**config.mk**
```make
export PLATFORM = sky130hd
export DESIGN_NAME = multilevel_queue_scheduler_unit
export DESIGN_NICKNAME = d
export VERILOG_FILES = /design/src/rtl/mlqs_pkg.sv /design/src/rtl/mlqs_ram.sv /design/src/rtl/mlqs_ctrl.sv /design/src/rtl/mlqs_dp.sv /design/src/rtl/multilevel_queue_scheduler_unit.sv
export SDC_FILE = /design/constraint.sdc
export NUM_CORES = 1
export LEC_CHECK = 0
export BUFFER_PORTS_ARGS = -buffer_cell sky130_fd_sc_hd__buf_2
export CAP_MARGIN = 20
export CORE_ASPECT_RATIO = 1.2
export CORE_MARGIN = 8
export CORE_UTILIZATION = 55
export DETAILED_ROUTE_END_ITERATION = 12
export GPL_TIMING_DRIVEN = 0
export PLACE_DENSITY = 0.78
export SYNTH_ARGS = -nofsm -noshare
export SYNTH_HDL_FRONTEND = slang
export SYNTH_SLANG_ARGS = --single-unit
```
**constraint.sdc**
```tcl
create_clock -name clk_i -period 14.2 [get_ports clk_i]
set_clock_uncertainty 0.15 [all_clocks]
set_input_delay 0 -clock clk_i [delete_from_list [all_inputs] [get_ports clk_i]]
set_output_delay 0 -clock clk_i [all_outputs]
set_load 0.1 [all_outputs]
```
**src/rtl/mlqs_pkg.sv**
```systemverilog
// shared types, constants and helpers for the multilevel queue scheduler
// used by mlqs_ctrl, mlqs_dp and the top level in rtl/; depends on nothing
package mlqs_pkg;

  localparam int NumProcs  = 16;
  localparam int NumLevels = 3;
  localparam int PidW      = 4;
  localparam int CatW      = 2;
  localparam int BurstW    = 16;
  localparam int ClockW    = 24;
  localparam int QuantW    = 8;
  localparam int IdxW      = $clog2(NumProcs);
  localparam int CntW      = $clog2(NumProcs + 1);
  localparam int RamDepth  = NumLevels * NumProcs;
  localparam int RamAw     = $clog2(RamDepth);

  localparam logic [ClockW-1:0] ClockMax   = {ClockW{1'b1}};
  localparam logic [QuantW-1:0] QuantReset = QuantW'(2);

  // mode codes
  localparam logic ModeAdmit    = 1'b0;
  localparam logic ModeDispatch = 1'b1;

  // fifo index of the background level
  localparam logic [1:0] QBackground = 2'd0;

  typedef enum logic [1:0] {
    StAdmitted = 2'd0,
    StRejected = 2'd1,
    StRun      = 2'd2,
    StIdle     = 2'd3
  } status_e;

  typedef enum logic [2:0] {
    S_IDLE,
    S_ADMIT,
    S_REQUEUE,
    S_SELECT,
    S_RUN
  } state_e;

  // controller to datapath
  typedef struct packed {
    logic accept;
    logic admit;
    logic requeue;
    logic select;
    logic emit_idle;
    logic run;
  } cmd_t;

  // datapath to controller
  typedef struct packed {
    logic in_mode;
    logic out_free;
    logic any_queued;
  } sts_t;

  // flat slot address of one fifo entry
  function automatic logic [RamAw-1:0] slot_addr(logic [1:0] q, logic [IdxW-1:0] idx);
    logic [RamAw-1:0] a;
    a = RamAw'(q) * RamAw'(NumProcs) + RamAw'(idx);
    return a;
  endfunction

  function automatic logic [IdxW-1:0] wrap_next(logic [IdxW-1:0] idx);
    logic [IdxW-1:0] n;
    n = (idx == IdxW'(NumProcs - 1)) ? '0 : idx + IdxW'(1);
    return n;
  endfunction

endpackage

```
**src/rtl/mlqs_ram.sv**
```systemverilog
// generic single write, single read ram with registered read data
// no dependencies
module mlqs_ram #(
  parameter int Width = 8,
  parameter int Depth = 16
) (
  input  logic                     clk_i,
  input  logic                     we_i,
  input  logic [$clog2(Depth)-1:0] waddr_i,
  input  logic [Width-1:0]         wdata_i,
  input  logic                     re_i,
  input  logic [$clog2(Depth)-1:0] raddr_i,
  output logic [Width-1:0]         rdata_o
);

  logic [Width-1:0] mem_q [Depth];
  logic [Width-1:0] rdata_q;

  // write port
  always_ff @(posedge clk_i) begin
    if (we_i) begin
      mem_q[waddr_i] <= wdata_i;
    end
  end

  // registered read port, holds when not enabled
  always_ff @(posedge clk_i) begin
    if (re_i) begin
      rdata_q <= mem_q[raddr_i];
    end
  end

  assign rdata_o = rdata_q;

endmodule

```
**src/rtl/mlqs_ctrl.sv**
```systemverilog
// sequencing state machine of the scheduler
// depends on mlqs_pkg
module mlqs_ctrl (
  input  logic           clk_i,
  input  logic           rst_ni,
  input  logic           in_valid_i,
  output logic           in_stall_o,
  input  mlqs_pkg::sts_t sts_i,
  output mlqs_pkg::cmd_t cmd_o
);

  mlqs_pkg::state_e state_q, state_d;

  // state register
  always_ff @(posedge clk_i or negedge rst_ni) begin
    if (!rst_ni) begin
      state_q <= mlqs_pkg::S_IDLE;
    end else begin
      state_q <= state_d;
    end
  end

  // next state
  always_comb begin
    state_d = state_q;
    unique case (state_q)
      mlqs_pkg::S_IDLE: begin
        if (in_valid_i) begin
          state_d = (sts_i.in_mode == mlqs_pkg::ModeDispatch) ? mlqs_pkg::S_REQUEUE
                                                               : mlqs_pkg::S_ADMIT;
        end
      end
      mlqs_pkg::S_ADMIT: begin
        if (sts_i.out_free) state_d = mlqs_pkg::S_IDLE;
      end
      mlqs_pkg::S_REQUEUE: begin
        state_d = mlqs_pkg::S_SELECT;
      end
      mlqs_pkg::S_SELECT: begin
        if (sts_i.any_queued) begin
          state_d = mlqs_pkg::S_RUN;
        end else if (sts_i.out_free) begin
          state_d = mlqs_pkg::S_IDLE;
        end
      end
      mlqs_pkg::S_RUN: begin
        if (sts_i.out_free) state_d = mlqs_pkg::S_IDLE;
      end
      default: state_d = mlqs_pkg::S_IDLE;
    endcase
  end

  // commands
  always_comb begin
    cmd_o      = '0;
    in_stall_o = 1'b1;
    unique case (state_q)
      mlqs_pkg::S_IDLE: begin
        in_stall_o   = 1'b0;
        cmd_o.accept = in_valid_i;
      end
      mlqs_pkg::S_ADMIT:   cmd_o.admit = sts_i.out_free;
      mlqs_pkg::S_REQUEUE: cmd_o.requeue = 1'b1;
      mlqs_pkg::S_SELECT: begin
        cmd_o.select    = sts_i.any_queued;
        cmd_o.emit_idle = !sts_i.any_queued && sts_i.out_free;
      end
      mlqs_pkg::S_RUN:     cmd_o.run = sts_i.out_free;
      default: ;
    endcase
  end

endmodule

```
**src/rtl/mlqs_dp.sv**
```systemverilog
// datapath of the scheduler: process table, level fifos, clock, result register
// depends on mlqs_pkg and mlqs_ram
module mlqs_dp (
  input  logic                            clk_i,
  input  logic                            rst_ni,
  input  mlqs_pkg::cmd_t                  cmd_i,
  output mlqs_pkg::sts_t                  sts_o,
  input  logic                            cfg_we_i,
  input  logic [mlqs_pkg::QuantW-1:0]     cfg_wdata_i,
  input  logic                            mode_i,
  input  logic [mlqs_pkg::PidW-1:0]       pid_i,
  input  logic [mlqs_pkg::CatW-1:0]       category_i,
  input  logic [mlqs_pkg::BurstW-1:0]     burst_i,
  input  logic [mlqs_pkg::ClockW-1:0]     arrival_time_i,
  output logic                            out_valid_o,
  input  logic                            out_stall_i,
  output logic [1:0]                      status_o,
  output logic [mlqs_pkg::PidW-1:0]       out_pid_o,
  output logic [1:0]                      level_o,
  output logic [mlqs_pkg::BurstW-1:0]     run_length_o,
  output logic [mlqs_pkg::ClockW-1:0]     end_time_o,
  output logic                            finished_o
);

  localparam int NP = mlqs_pkg::NumProcs;
  localparam int NL = mlqs_pkg::NumLevels;
  localparam int IW = mlqs_pkg::IdxW;
  localparam int CW = mlqs_pkg::CntW;
  localparam int BW = mlqs_pkg::BurstW;
  localparam int TW = mlqs_pkg::ClockW;
  localparam int PW = mlqs_pkg::PidW;

  // configuration and architectural state
  logic [mlqs_pkg::QuantW-1:0] quantum_q;
  logic [TW-1:0]               clock_q, clock_d;
  logic [BW-1:0]               remaining_q [NP];
  logic [1:0]                  level_of_q [NP];
  logic [NP-1:0]               active_q;
  logic [IW-1:0]               head_q [NL];
  logic [IW-1:0]               tail_q [NL];
  logic [CW-1:0]               count_q [NL];
  logic [IW-1:0]               held_pid_q;
  logic                        held_valid_q;

  // latched input transaction
  logic                        mode_q;
  logic [PW-1:0]               pid_q;
  logic [mlqs_pkg::CatW-1:0]   cat_q;
  logic [BW-1:0]               burst_q;
  logic [TW-1:0]               arr_q;
  logic [1:0]                  selq_q;

  // result register
  logic                        out_valid_q;
  mlqs_pkg::status_e           status_q, status_d;
  logic [PW-1:0]               opid_q, opid_d;
  logic [1:0]                  level_q, level_d;
  logic [BW-1:0]               runlen_q, runlen_d;
  logic                        fin_q, fin_d;
  logic                        emit;

  // fifo push and pop controls
  logic                        push_en;
  logic [1:0]                  push_lvl;
  logic [IW-1:0]               push_pid;
  logic                        push_ok;
  logic [1:0]                  top_lvl;
  logic                        any_queued;
  logic [PW-1:0]               ram_rdata;
  logic [IW-1:0]               sel_pid;

  // admit and run arithmetic
  logic                        reject;
  logic [IW-1:0]               adm_idx;
  logic [BW-1:0]               rem_sel;
  logic [BW-1:0]               slice;
  logic [BW-1:0]               run_len;
  logic [TW:0]                 clk_sum;

  assign adm_idx = pid_q[IW-1:0];
  assign reject  = (32'(pid_q) >= NP) || active_q[adm_idx] || (burst_q == '0) || (cat_q == '0);

  // highest non-empty level
  always_comb begin
    any_queued = 1'b1;
    top_lvl    = mlqs_pkg::QBackground;
    priority if (count_q[2] != '0) top_lvl = 2'd2;
    else if (count_q[1] != '0)     top_lvl = 2'd1;
    else if (count_q[0] != '0)     top_lvl = 2'd0;
    else                           any_queued = 1'b0;
  end

  // push source: admission or requeue of the held process
  always_comb begin
    push_en  = 1'b0;
    push_lvl = '0;
    push_pid = adm_idx;
    if (cmd_i.admit && !reject) begin
      push_en  = 1'b1;
      push_lvl = cat_q - 2'd1;
    end else if (cmd_i.requeue && held_valid_q) begin
      push_en  = 1'b1;
      push_lvl = level_of_q[held_pid_q] - 2'd1;
      push_pid = held_pid_q;
    end
  end
  assign push_ok = push_en && (32'(count_q[push_lvl]) < NP);

  mlqs_ram #(
    .Width(PW),
    .Depth(mlqs_pkg::RamDepth)
  ) u_slots (
    .clk_i  (clk_i),
    .we_i   (push_ok),
    .waddr_i(mlqs_pkg::slot_addr(push_lvl, tail_q[push_lvl])),
    .wdata_i(PW'(push_pid)),
    .re_i   (cmd_i.select),
    .raddr_i(mlqs_pkg::slot_addr(top_lvl, head_q[top_lvl])),
    .rdata_o(ram_rdata)
  );

  // slice length and clock advance for the popped process
  assign sel_pid = ram_rdata[IW-1:0];
  assign rem_sel = remaining_q[sel_pid];
  assign slice   = (quantum_q == '0) ? BW'(1) : BW'(quantum_q);
  always_comb begin
    run_len = rem_sel;
    if (selq_q != mlqs_pkg::QBackground && rem_sel > slice) run_len = slice;
  end
  assign clk_sum = {1'b0, clock_q} + (TW + 1)'(run_len);

  // next clock
  always_comb begin
    clock_d = clock_q;
    if (cmd_i.admit && !reject && arr_q > clock_q) clock_d = arr_q;
    if (cmd_i.run) clock_d = clk_sum[TW] ? mlqs_pkg::ClockMax : clk_sum[TW-1:0];
  end

  // result fields
  always_comb begin
    emit     = 1'b0;
    status_d = status_q;
    opid_d   = opid_q;
    level_d  = level_q;
    runlen_d = runlen_q;
    fin_d    = fin_q;
    if (cmd_i.admit) begin
      emit     = 1'b1;
      status_d = reject ? mlqs_pkg::StRejected : mlqs_pkg::StAdmitted;
      opid_d   = pid_q;
      level_d  = reject ? 2'd0 : cat_q;
      runlen_d = '0;
      fin_d    = 1'b0;
    end else if (cmd_i.emit_idle) begin
      emit     = 1'b1;
      status_d = mlqs_pkg::StIdle;
      opid_d   = '0;
      level_d  = '0;
      runlen_d = '0;
      fin_d    = 1'b0;
    end else if (cmd_i.run) begin
      emit     = 1'b1;
      status_d = mlqs_pkg::StRun;
      opid_d   = PW'(sel_pid);
      level_d  = selq_q + 2'd1;
      runlen_d = run_len;
      fin_d    = (rem_sel == run_len);
    end
  end

  // control state
  always_ff @(posedge clk_i or negedge rst_ni) begin
    if (!rst_ni) begin
      quantum_q    <= mlqs_pkg::QuantReset;
      clock_q      <= '0;
      active_q     <= '0;
      held_pid_q   <= '0;
      held_valid_q <= 1'b0;
      out_valid_q  <= 1'b0;
      for (int i = 0; i < NL; i++) begin
        head_q[i]  <= '0;
        tail_q[i]  <= '0;
        count_q[i] <= '0;
      end
    end else begin
      if (cfg_we_i) quantum_q <= cfg_wdata_i;
      clock_q <= clock_d;
      // output slot
      if (emit) begin
        out_valid_q <= 1'b1;
      end else if (!out_stall_i) begin
        out_valid_q <= 1'b0;
      end
      // fifo tail side
      if (push_ok) begin
        tail_q[push_lvl]  <= mlqs_pkg::wrap_next(tail_q[push_lvl]);
        count_q[push_lvl] <= count_q[push_lvl] + CW'(1);
      end
      // fifo head side, never the same cycle as a push
      if (cmd_i.select) begin
        head_q[top_lvl]  <= mlqs_pkg::wrap_next(head_q[top_lvl]);
        count_q[top_lvl] <= count_q[top_lvl] - CW'(1);
      end
      if (cmd_i.admit && !reject) active_q[adm_idx] <= 1'b1;
      if (cmd_i.requeue) held_valid_q <= 1'b0;
      if (cmd_i.run) begin
        if (rem_sel == run_len) begin
          active_q[sel_pid] <= 1'b0;
        end else begin
          held_pid_q   <= sel_pid;
          held_valid_q <= 1'b1;
        end
      end
    end
  end

  // payload registers
  always_ff @(posedge clk_i) begin
    if (cmd_i.accept) begin
      mode_q  <= mode_i;
      pid_q   <= pid_i;
      cat_q   <= category_i;
      burst_q <= burst_i;
      arr_q   <= arrival_time_i;
    end
    if (cmd_i.select) selq_q <= top_lvl;
    if (cmd_i.admit && !reject) begin
      remaining_q[adm_idx] <= burst_q;
      level_of_q[adm_idx]  <= cat_q;
    end
    if (cmd_i.run) remaining_q[sel_pid] <= rem_sel - run_len;
    status_q <= status_d;
    opid_q   <= opid_d;
    level_q  <= level_d;
    runlen_q <= runlen_d;
    fin_q    <= fin_d;
  end

  assign sts_o.in_mode    = mode_i;
  assign sts_o.out_free   = !out_valid_q || !out_stall_i;
  assign sts_o.any_queued = any_queued && (mode_q == mlqs_pkg::ModeDispatch);

  assign out_valid_o  = out_valid_q;
  assign status_o     = status_q;
  assign out_pid_o    = opid_q;
  assign level_o      = level_q;
  assign run_length_o = runlen_q;
  assign end_time_o   = clock_q;
  assign finished_o   = fin_q;

endmodule

```
**src/rtl/multilevel_queue_scheduler_unit.sv**
```systemverilog
// Multilevel queue scheduler, top level.
// Input channel (in_valid_i / in_stall_o) takes one transaction per item:
// mode 0 admits process pid_i at level category_i with burst_i and
// arrival_time_i; mode 1 dispatches one slice of the highest non-empty level.
// Output channel (out_valid_o / out_stall_i) returns exactly one result
// transaction per item: status, pid, level, run length, clock and finish flag.
// An admit writes its result from the admit state. A dispatch requeues the
// held process, reads the fifo head from the slot ram, then updates the slice
// and writes its result, or writes an idle result if no level holds a process.
// One item is in flight at a time; the next is taken once the sequencer is
// back in idle.
// A result waiting under out_stall_i holds; the sequencer finishes work up to
// the point of writing the next result and waits there.
// Reset (rst_ni low) empties every level, clears the clock and all process
// flags and sets quantum to 2. cfg_we_i writes the quantum; the user is to
// write it only while idle, as the block itself does not enforce this.
// Depends on mlqs_pkg, mlqs_ctrl, mlqs_dp and mlqs_ram.
module multilevel_queue_scheduler_unit (
  input  logic                            clk_i,
  input  logic                            rst_ni,
  input  logic                            cfg_we_i,
  input  logic [mlqs_pkg::QuantW-1:0]     cfg_wdata_i,
  input  logic                            in_valid_i,
  output logic                            in_stall_o,
  input  logic                            mode_i,
  input  logic [mlqs_pkg::PidW-1:0]       pid_i,
  input  logic [mlqs_pkg::CatW-1:0]       category_i,
  input  logic [mlqs_pkg::BurstW-1:0]     burst_i,
  input  logic [mlqs_pkg::ClockW-1:0]     arrival_time_i,
  output logic                            out_valid_o,
  input  logic                            out_stall_i,
  output logic [1:0]                      status_o,
  output logic [mlqs_pkg::PidW-1:0]       out_pid_o,
  output logic [1:0]                      level_o,
  output logic [mlqs_pkg::BurstW-1:0]     run_length_o,
  output logic [mlqs_pkg::ClockW-1:0]     end_time_o,
  output logic                            finished_o
);

  mlqs_pkg::cmd_t cmd;
  mlqs_pkg::sts_t sts;

  // sequencer
  mlqs_ctrl u_ctrl (
    .clk_i     (clk_i),
    .rst_ni    (rst_ni),
    .in_valid_i(in_valid_i),
    .in_stall_o(in_stall_o),
    .sts_i     (sts),
    .cmd_o     (cmd)
  );

  // datapath
  mlqs_dp u_dp (
    .clk_i         (clk_i),
    .rst_ni        (rst_ni),
    .cmd_i         (cmd),
    .sts_o         (sts),
    .cfg_we_i      (cfg_we_i),
    .cfg_wdata_i   (cfg_wdata_i),
    .mode_i        (mode_i),
    .pid_i         (pid_i),
    .category_i    (category_i),
    .burst_i       (burst_i),
    .arrival_time_i(arrival_time_i),
    .out_valid_o   (out_valid_o),
    .out_stall_i   (out_stall_i),
    .status_o      (status_o),
    .out_pid_o     (out_pid_o),
    .level_o       (level_o),
    .run_length_o  (run_length_o),
    .end_time_o    (end_time_o),
    .finished_o    (finished_o)
  );

endmodule

```
### After elaboration in Yosys (flattened, before gate mapping)

Memory sizes are Yosys's and may differ from the RTL's. A register that Yosys moved wholly into a read port is not among the register bits.
Cells that the tools add are included.

* word-level logic and storage cells: 190
* bits in writable memories: 480
* memories: 3
* bits in registers: 170
* bits of input ports: 60
* output and inout bits: 51

Memories
* u_dp.remaining_q: depth 16, width 16, rd ports 1, clocked after memory_dff 0, wr ports 1, line mlqs_dp.sv:36 `logic [BW-1:0] remaining_q [NP];`
* u_dp.u_slots.mem_q: depth 48, width 4, rd ports 1, clocked after memory_dff 1, wr ports 1, line mlqs_ram.sv:16 `logic [Width-1:0] mem_q [Depth];`
* u_dp.level_of_q: depth 16, width 2, rd ports 1, clocked after memory_dff 0, wr ports 1, line mlqs_dp.sv:37 `logic [1:0] level_of_q [NP];`

* order comparisons: 11
* equality and inequality tests: 9
* mux-type cells: 91
* bitwise logic cells: 6
* reductions and logical operators: 32
* add/sub/neg operators: 11

Operators by type and width (number)
* $mux 16: 5
* $mux 24: 3
* $mux 4: 14
* $bwmux 15: 2
* $mux 15: 2
* $mux 5: 6
* $mux 1: 29
* $add 24x16->25: 1
* $bwmux 12: 2
* $gt 24x24->1: 1
* $mux 2: 12
* $bmux 5 s2: 2
* $demux 5 s2: 2
* $and 16x16->16: 1
* $bmux 4 s2: 2
* $demux 4 s2: 2
* $eq 16x16->1: 1
* $gt 16x16->1: 1
* $logic_not 16->1: 1
* $not 16->16: 1
* $or 16x16->16: 1
* $reduce_or 16->1: 1
* $sub 16x16->16: 1
* $reduce_bool 5->1: 3
* 34 further kinds: 64

### Logic depth before layout (Yosys ltp)

* depth after elaboration: 16
* gate-level depth with buffers: 27
* mapped depth without buffers: 22

### Modules after synthesis

From an unflattened synthesis, not the netlist that was laid out.

* cell total of the unflattened synthesis: 2555
* area, all modules: 32391.1 um2

Modules (own cells, without submodules)
* mlqs_dp: area each 24239.5 um2, times used 1, cells each 2093, sequential area each 13028.7 um2
* mlqs_ram: area each 7952.6 um2, times used 1, cells each 440, sequential area each 5885.6 um2
* mlqs_ctrl: area each 198.9 um2, times used 1, cells each 22, sequential area each 75.1 um2

### Least setup slack after synthesis

No wires, ideal clock.

* path kind: register to register
* from: register u_dp.u_slots.rdata_q[0], in the netlist u_dp.u_slots.rdata_o[0], read port of u_dp.u_slots.mem_q
* to: memory u_dp.remaining_q[0][13] (netlist bit) (data pin)
* data arrival time: 6.543 ns
* clock period less this slack: 7.023 ns
* setup time: 0.330 ns
* path slack: 7.177 ns
* stages on the path, launching flop included: 24
* path buffers: 4
* data required time: 13.720 ns
* path through: edfxtp_1 buf_6 buf_4 buf_1 mux4_2 mux4_2 ha_1 nand4_1 o22ai_1 nand3_1 a21oi_1 a41o_1 clkbuf_1 nor2_1 a21oi_1 ha_1 a21oi_1 a21o_1 a221o_1 a21oi_1 a211oi_2 o21ai_0 xor2_1 o21ai_0

* longest elaborated chain between the ends: 6

Ends and longest elaborated chain
* start: declaration: line mlqs_ram.sv:17 `logic [Width-1:0] rdata_q;`
* $mem_v2 16x16 (*)
* $gt 16x16->1: line mlqs_dp.sv:128 `if (selq_q != mlqs_pkg::QBackground && rem_sel > slice) run_len = slice;`
* $logic_and 1x1->1: line mlqs_dp.sv:128
* $mux 16: line mlqs_dp.sv:128
* $sub 16x16->16 (*): line mlqs_dp.sv:231 `if (cmd_i.run) remaining_q[sel_pid] <= rem_sel - run_len;`
* $mux 16 (no source line) (*)
* end: declaration: line mlqs_dp.sv:36

Mark *: on every way between the ends. The rest lies on a longest branch, timed or not.

### Worst setup path in the final report

* from: register u_dp.u_slots.rdata_q[0], in the netlist u_dp.u_slots.rdata_o[0], read port of u_dp.u_slots.mem_q
* to: memory u_dp.remaining_q[3][14] (netlist bit) (data pin)

* longest elaborated chain between the ends: 6

Ends and longest elaborated chain
* $mem_v2 16x16 (*)
* $gt 16x16->1: line mlqs_dp.sv:128
* $logic_and 1x1->1: line mlqs_dp.sv:128
* $mux 16 (*): line mlqs_dp.sv:128
* named net u_dp.run_len[0]: line mlqs_dp.sv:77 `logic [BW-1:0] run_len;`
* $sub 16x16->16 (*): line mlqs_dp.sv:231
* $mux 16 (no source line) (*)

Mark *: on every way through the listed nets, which the timed path passes. The rest lies on a longest branch.

==> out/qor.csv <==
stage,metric,value,unit
setup_path,r2r_start,u_dp.u_slots.rdata_o[0],
die,core_area,0.0523,mm2
final_layout,layout_commonest_cell,edfxtp_1,
synth,ys_ff_latch,654,
synth,synthFlopType,edfxtp_1,
sta,rsz0062_at_grt,no,
sta,fin_setup_tns,0,ns
synth,syn_area,0.0289,mm2
setup_path,crit_required,14.36,ns
final_layout,layout_common_cells,"edfxtp_1, nor2_1, nand2_1, buf_2, mux4_2",
cts,cts-root-buf,clkbuf_16,
cts,h-tree-depth,2,
hold_path,holdPathStages,2,
cts,cts_inserted_buffers,61,
routing,drt-pass1-iter-count,6,
routing,vias,19100,
setup_path,slowest_delay,0.77,ns
run,cap_violations,0,
sta,period_needed,8.78,ns
setup_path,worstReg2RegEnd,u_dp.remaining_q[3][14],
sta,setup_viol,0,
power_and_ir_drop,p_per_area,190,mW/mm2
die,num_rows,92,
die,die_h,267,um
final_layout,final_area,0.0342,mm2
cts,path_clk_slew,0.06,ns
final_layout,fin_cells,3021,
routing,wl_per_cell,26.1,um
setup_path,end_kind,flip-flop,
routing,drc,0,
placement,placed_area,0.0308,mm2
hold_path,hold_class,input port to flip-flop,
power_and_ir_drop,peakVddDrop,0.174,mV
synth,syn-num-nets,2049,
sta,finalHoldViolations,0,
sta,slew-limit-headroom,0.258,
synth,synthesis.instances,1930,
hold_path,hold_end,u_dp.burst_q[3],
grt,antenna_found_initial,2,
cts,cts-resized-gates,0,
final_layout,syn_to_final_growth,18.3,%
synth,synth_edf_count,541,
sta,period_share,0.618,
die,initial_core_util,0.553,
placement,dp.cells,2777,
setup_path,cp_slowest_cell,o21ai_1,
grt,grt.overflow.total,0,
hold_path,min_from,burst_i[3],
setup_path,rr_worst_depth,23,
synth,synth_cell_types,81,
setup_path,crit_type,flip-flop to flip-flop,
placement,io_buffers,110,
power_and_ir_drop,leakagePower,12.3,nW
final_layout,nFillCells,3484,
setup_path,path_cells,"buf_6, buf_4, buf_1, mux4_2, mux4_2, ha_1, nand4_1, o22ai_1, nand3_1, a21oi_1, a41oi_4, clkbuf_1, o21ai_0, ha_1, inv_1, fa_1, a21oi_1, o21ai_0, a211oi_1, o22ai_1, a2111oi_2, xor2_1, o21ai_1",
synth,yosys_warnings,0,
synth,syn_avg_cell_area,15.0,um2
routing,via_per_inst,6.32,
synth,async_flop_share,0.147,
setup_path,arrival,8.94,ns
setup_path,worst-path-buf-inv,5,
sta,whs,0.0521,ns
sta,drv_slew,0,
setup_path,cp_top_family,compound AO/OA/AOI/OAI gates,
die,dieArea,0.0602,mm2
grt,grt_pass1_vias,19800,
grt,track_usage,0.262,
setup_path,r2r_setup_slack,5.42,ns
cts,worstSkewPairLatency,0.66,ns
power_and_ir_drop,p_total,6.51,mW
routing,drt-initial-drc-count,2145,
grt,grt_max_degree,68,
setup_path,critPathMaxFanout,16,
final_layout,drive_above_1_share,0.203,
outcome,status,completed,
routing,drt.antenna.violating_nets,0,
cts,cts.sinks,654,
sta,timing.fmax,0.114,GHz
grt,grt_pass1_wl,119,mm
cts,cts_tree,built,
die,die_x,225,um
setup_path,start_kind,flip-flop,
sta,worstMarginPinSlew,1.11,ns
placement,globalplace.congestion,0.969,
routing,drt-total-wl,79.0,mm
placement,dp_hpwl,52.7,mm
final_layout,nNetsFinal,2383,
die,pin_count,111,
synth,ys_seq_area_frac,0.657,
cts,clockBufferDepth,3,
worst max-delay path by stage:
stage,endpoint,cells after the start,startpoint
5_1_grt,u_dp.remaining_q[3][14],24,u_dp.u_slots.rdata_o[0]
3_5_place_dp,u_dp.remaining_q[10][14],23,u_dp.u_slots.rdata_o[0]
6_report,u_dp.remaining_q[3][14],23,u_dp.u_slots.rdata_o[0]
3_3_place_gp,u_dp.remaining_q[4][15],22,u_dp.u_slots.rdata_o[0]
4_1_cts,u_dp.remaining_q[3][14],23,u_dp.u_slots.rdata_o[0]
2_1_floorplan,u_dp.remaining_q[0][13],23,u_dp.u_slots.rdata_o[0]
where the power goes:
part,switching (mW),internal [mW]
Combinational,1.53,0.759
Clock,0.732,0.977
Sequential,0.156,2.36
cell type report:
type,count,area (um2),area share
clock buffer,74,1580,0.0461
antenna,1,2.50,0.0000732
timing repair buffer,271,2280,0.0665
multi-input combinational,1117,9310,0.272
buffer,92,417,0.0122
tap,705,882,0.0258
inverter,67,251,0.00735
clock inverter,40,507,0.0148
sequential,654,19000,0.555
per-layer routing:
metal,vias to the layer above,global-route usage,part of all wire
li1,8106,-,-
met5,-,0,0
met2,1204,0.455,0.51
met1,9473,0.304,0.35
met4,0,0.150,0.064
met3,318,0.0445,0.083
sequential cells by signal (all words and copies together) (netlist names), 3 cells and up:
register and cells:
u_dp.remaining_q 256, u_dp.u_slots.mem_q 192, u_dp.level_of_q 32, u_dp.arr_q 24
u_dp.end_time_o 24, u_dp.active_q 16, u_dp.burst_q 16, u_dp.run_length_o 16
u_dp.count_q 15, u_dp.head_q 12, u_dp.tail_q 12, u_dp.quantum_q 8
u_dp.adm_idx 4, u_dp.held_pid_q 4, u_dp.out_pid_o 4, u_dp.u_slots.rdata_o 4
u_ctrl.state_q 3
repair_timing:
action	CTS	global route
endpoints found under the hold margin	212	0
hold buffers	128	0
setup buffers	0	0
synthesized netlist by cell type (8+ instances only):
master	number	area (um2)
edfxtp_1	541	16200
nor2_1	171	642
nand2_1	150	563
mux4_2	133	3000
a21oi_1	111	556
dfrtp_1	95	2380
inv_1	65	244
o21ai_0	64	320
clkbuf_1	63	236
ha_1	57	713
mux2i_1	44	440
nand3_1	31	155
xnor2_1	27	236
mux2_2	26	293
a22oi_1	24	180
nor2b_1	23	144
a21o_1	20	150
nor3_1	19	95.1
a211oi_1	17	128
dfxtp_1	17	340
buf_2	15	75.1
xor2_1	15	131
nand4_1	14	87.6
o21ai_1	14	70.1
a22o_1	13	114
and2_1	12	75.1
nand2b_1	10	62.6
o22a_1	10	87.6
and3_1	8	50.1
metrics by stage:
stage | util | worst slack [ns]
floorplan | - | 7.18
global placement | 0.581 | 5.57
detailed placement | 0.590 | 5.66
CTS | 0.654 | 5.53
global route | 0.655 | 4.90
finish | 0.655 | 5.42
logic make-up (layout without fill, tap and decap cells):
logic type | count (synthesis) | in the layout | share of synthesized area
buffers and inverters | 159 | 544 | 0.0231
XOR/XNOR | 42 | 42 | 0.0127
multiplexers | 204 | 204 | 0.130
other | 0 | 1 | 0
adder cells (fa/ha/maj) | 59 | 59 | 0.0261
AO/OA/AOI/OAI | 340 | 340 | 0.0766
AND/OR/NAND/NOR | 472 | 472 | 0.0749
flip-flops | 654 | 654 | 0.657
No activity file was read; power rests on OpenSTA's default activity.
